File: config.mk
export PLATFORM = sky130hd
export DESIGN_NAME = swdm_ring_mem
export DESIGN_NICKNAME = d
export VERILOG_FILES = /design/src/rtl/swdm_pkg.sv /design/src/rtl/swdm_ring_mem.sv
export SDC_FILE = /design/constraint.sdc
export NUM_CORES = 2
export LEC_CHECK = 0
export ABC_AREA = 1
export BUFFER_PORTS_ARGS = -buffer_cell sky130_fd_sc_hd__buf_2
export CORE_UTILIZATION = 40
export CTS_CLUSTER_SIZE = 8
export DETAILED_ROUTE_END_ITERATION = 16
export PLACE_DENSITY = 0.65
export RECOVER_POWER = 100
export SYNTH_ARGS = -nofsm -noshare
export SYNTH_HDL_FRONTEND = slang
export SYNTH_SLANG_ARGS = --single-unit
File: constraint.sdc
create_clock -name clk -period 3.95 [get_ports clk]
set_input_delay 0 -clock clk [delete_from_list [all_inputs] [get_ports clk]]
set_output_delay 0 -clock clk [all_outputs]
set_load 0.02 [all_outputs]
File: src/rtl/swdm_pkg.sv
// Shared constants for the sliding window distinct maximum block.
package swdm_pkg;

  localparam int ID_BITS_DEF    = 8;
  localparam int WINDOW_MAX_DEF = 256;
  localparam int WL_BITS        = 9;
  localparam int OUT_BITS       = 9;
  localparam int EPOCH_BITS     = 8;
  localparam int DATA_PAD_BITS  = 16;

endpackage

File: src/rtl/swdm_ring_mem.sv
// Window ring memory: read and write at one address in the same cycle.
module swdm_ring_mem #(
  parameter int ADDR_BITS = 8,
  parameter int DEPTH     = swdm_pkg::WINDOW_MAX_DEF,
  parameter int DATA_BITS = swdm_pkg::ID_BITS_DEF
) (
  input  logic                 clk,
  input  logic                 en,
  input  logic [ADDR_BITS-1:0] addr,
  input  logic [DATA_BITS-1:0] wdata,
  output logic [DATA_BITS-1:0] rdata
);

  logic [DATA_BITS-1:0] mem [DEPTH];

  // Hand back the identifier that leaves while the new one is stored.
  always_ff @(posedge clk) begin
    if (en) begin
      rdata     <= mem[addr];
      mem[addr] <= wdata;
    end
  end

endmodule

After elaboration in Yosys (flattened, before gate mapping)
Memory sizes are Yosys's and may differ from the RTL's. A register that Yosys moved wholly into a read port is not among the register bits.
Index checks and enable logic that the tools add are counted.
- bits in writable memories: 2048
- memory bits (read-only): 0
- latch bits: 0
- logic and storage cells: 3
- bits in registers: 0
- output and inout bits: 8
- memories kept: 1
- eq/ne operators: 0
- $lt $le $gt $ge: 0
- bitwise gates (word level): 0
- muxes and demuxes: 2
- $add $sub $neg: 0
- shift operators: 0
- reduce and logical (&&, ||, !) cells: 0
- multipliers: 0
- div/mod/pow operators: 0
- memory list (memory ; depth ; bits a word ; read ports ; clocked after Yosys merged registers in ; wr ports ; RTL line ; RTL):
    mem ; 256 ; 8 ; 1 ; 1 ; 1 ; swdm_ring_mem.sv:14 ; logic [DATA_BITS-1:0] mem [DEPTH];
- operators by type and width (cell ; number):
    $mux W1 ; 2

Depth between registers and ports, before layout
- depth in word-level cells: 2
- mapped depth: 15

Worst setup path after synthesis
Ideal clock, no wire load.
- kind: input-to-reg
- start: input port addr[1]
- end: memory mem[234][0] (netlist bit), enable pin
- arrival: 1.470 ns
- setup slack: 2.110 ns
- stages on the path: 10
- path buffers: 4
- path through: buf_4 inv_4 nor2_8 buf_4 buf_4 inv_2 nor2_1 nand2_1 clkbuf_1 nor2_1
- RTL lines (element ; RTL line ; RTL):
    start: declaration ; swdm_ring_mem.sv:9 ; input logic [ADDR_BITS-1:0] addr,
    end: declaration ; swdm_ring_mem.sv:14 ;
Straight into the memory's write port.

Worst setup path after layout
- start: input port en
- end: memory mem[52][4] (netlist bit), enable pin
- cells in the longest elaborated chain, start to end: 2
- ends and longest elaborated chain (element ; RTL line ; RTL):
    start: declaration ; swdm_ring_mem.sv:8 ; input logic en,
    $mux W1 ; swdm_ring_mem.sv:18 ; if (en) begin
    $mux W1 (not written as such) ; swdm_ring_mem.sv:20 ; mem[addr] <= wdata;
No other way between the ends.

==> flow_summary.json <==
{
  "viasPerCell": 5.19,
  "ant_nets": 0,
  "max-cap-violations": 16,
  "cp_max_fo": 14,
  "grt_overflow": 0,
  "setup_tns_ps": 0,
  "crit_cells": 5,
  "dieArea_sq_um": 214000,
  "synth.top_cell.area_share": 0.727,
  "hold_path_class": "input pin to flip-flop",
  "fin_ws_ps": 743,
  "h-tree-depth": 5,
  "path_clk_slew_ps": 50,
  "critPathArrivalTime_ps": 3730,
  "ctsHoldBuffers": 9,
  "start_kind": "input pin",
  "rr_worst_depth": 12,
  "crit_buf_inv": 3,
  "crit_chain": "dlygate4sd3_1, clkbuf_1, nand2_1, clkbuf_1, nor2_1",
  "grt_setup_unrepaired": "false",
  "synth.avg_cell_area_sq_um": 10.6,
  "num_io_pins": 26,
  "fillCellCount": 19000,
  "yosysSeqAreaShare": 0.727,
  "hold_viol": 0,
  "post-route-period-util": 0.812,
  "core_sq_um": 210000,
  "slew_headroom": -1.30,
  "failed_checks": "max-capacitance violations, max-slew violations",
  "gp_congestion": 0.871,
  "grt_start_max_net_pins": 160,
  "fin_crit_ps": 3210,
  "routed-via-count": 56500,
  "drive_above_1_share": 0.0542,
  "dr.pass1.iters": 6,
  "fin_skew_ps": 73.5,
  "antenna_found_initial": 5,
  "syn_to_final_growth_pct": 12.9,
  "post-synth-top-count-cell": "nand2_1",
  "critPathCaptureType": "flip-flop",
  "wl_mm": 230,
  "multi_input_area_sq_um": 21200,
  "hpwl_mm": 129,
  "synth_top_cell_by_area": "edfxtp_1",
  "io_buffers": 25,
  "dominantRegCellSynth": "edfxtp_1",
  "setup_viol": 0,
  "critPathMaxStageDelay_ps": 970,
  "grt_first_pass_wirelength_mm": 346,
  "path_delay_family": "buffers and inverters",
  "fin_nets": 8088,
  "tightestPinTransition_ps": 3450,
  "fmax_mhz": 312,
  "synth_edf_count": 2056,
  "post_cts_buffers": 0,
  "die_x_microns": 463,
  "regArea_sq_um": 61700,
  "start_util": 0.404,
  "holdPathStages": 6,
  "p_total_mw": 49.0,
  "cts_sinks": 2056,
  "synth_area_leaders": "edfxtp_1, nand2_1, nor2_1",
  "leakagePower_nw": 37.6,
  "fp.dieH_microns": 463,
  "row_count": 168,
  "utilization": 0.456,
  "clockBufferDepth": 4,
  "cts_made_buffers": 306,
  "syn_area_sq_um": 84900,
  "post-route-drc-count": 0,
  "drv_slew": 1030,
  "wire_per_inst_microns": 21.2,
  "cts_tree": "done",
  "grt_pass1_vias": 55700,
  "ys_seq_elements": 2056,
  "criticalPathCategory": "input pin to flip-flop",
  "p_per_area_nw_per_um2": 511,
  "syn_inst": 8021,
  "synth_nets": 8039,
  "dpl_worst_slack_ps": 672,
  "yosys-top-cells-count": "nand2_1, edfxtp_1, nor2_1, nand3_1, buf_2",
  "drt_iter0_markers": 5725,
  "ys_types": 17,
  "grt_usage": 0.212,
  "post_cts_resized": 0,
  "peakVddDrop_mv": 0.390,
  "critPathMostFrequentCell": "clkbuf_1",
  "synthArstFlopShare": 0,
  "slowest_stage": "nor2_1",
  "outcome": "finished, violations left",
  "yosysWarningCount": 0,
  "clock_latency_ps": 920,
  "clk_root_buffer_cell": "clkbuf_16",
  "cp_data_required_time_ps": 4470
}
[kinds of logic after synthesis]
logic type / synth area share
and+or+nand+nor: 0.238
DFF: 0.727
AOI/OAI and AO/OA: 0.0113
buffers and inverters: 0.0236
[registers in the layout, summed over array words and instances (netlist names)]
register  flops
rdata         8
mem        2048
[cell type report]
type,instances,area share
Antenna cell,1,0.0000261
Timing Repair Buffer,158,0.0146
Clock buffer,312,0.0814
Tap cell,2805,0.0366
Clock inverter,3,0.000352
Sequential cell,2056,0.644
Multi-Input combinational cell,5513,0.221
Inverter,35,0.00172
[worst min-delay path: stages]
cell and delay (ps):
buf_2 160, nor2_1 190, inv_1 280, nor2_1 90, nor2_1 80, nand2_1 50
[path summary, 6_finish.rpt]
kind	startpoint	slack, ps	endpoint
max	en	740	mem[52][4]
min	addr[7]	100	rdata[5]
max reg2reg	mem[57][1]	1410	rdata[1]
min reg2reg	mem[174][6]	990	rdata[6]
[layout by cell type (no fill, tap or decap), drive strengths merged]
| cell | Yosys | final |
|---|---|---|
| clkbuf | 170 | 369 |
| clkinv | 0 | 1 |
| diode | 0 | 1 |
| dlygate4sd3 | 0 | 9 |
| buf | 247 | 92 |
| inv | 35 | 37 |
| o21ai | 160 | 160 |
| nor2 | 362 | 362 |
| nand2 | 4771 | 4771 |
| a21oi | 32 | 32 |
| edfxtp | 2056 | 2056 |
| nand3 | 188 | 188 |
[stage by stage]
step / hold slack [ps] / area (sq um) / std cells
floorplan: 98.9 / 84900 / 8021
global placement: 501 / 88200 / 10600
detailed placement: 507 / 88200 / 10600
CTS: 31.9 / 96100 / 10900
global route: 112 / 95900 / 10900
finish: 96.5 / 95900 / 10900
[report_power, final]
| part | internal [mW] | switching, mW | leakage (nW) |
|---|---|---|---|
| sequential | 24.2 | 0.0367 | 18.5 |
| combinational | 0.557 | 2.03 | 15.3 |
| clock | 13.7 | 8.54 | 3.86 |
[routing by layer]
metal  track usage  wire [microns]
met4        0.0900            9340
met3        0.0471           21100
met5             0              53
met2         0.339          106000
met1         0.280           93500
Power figures use the tool's default switching activity.
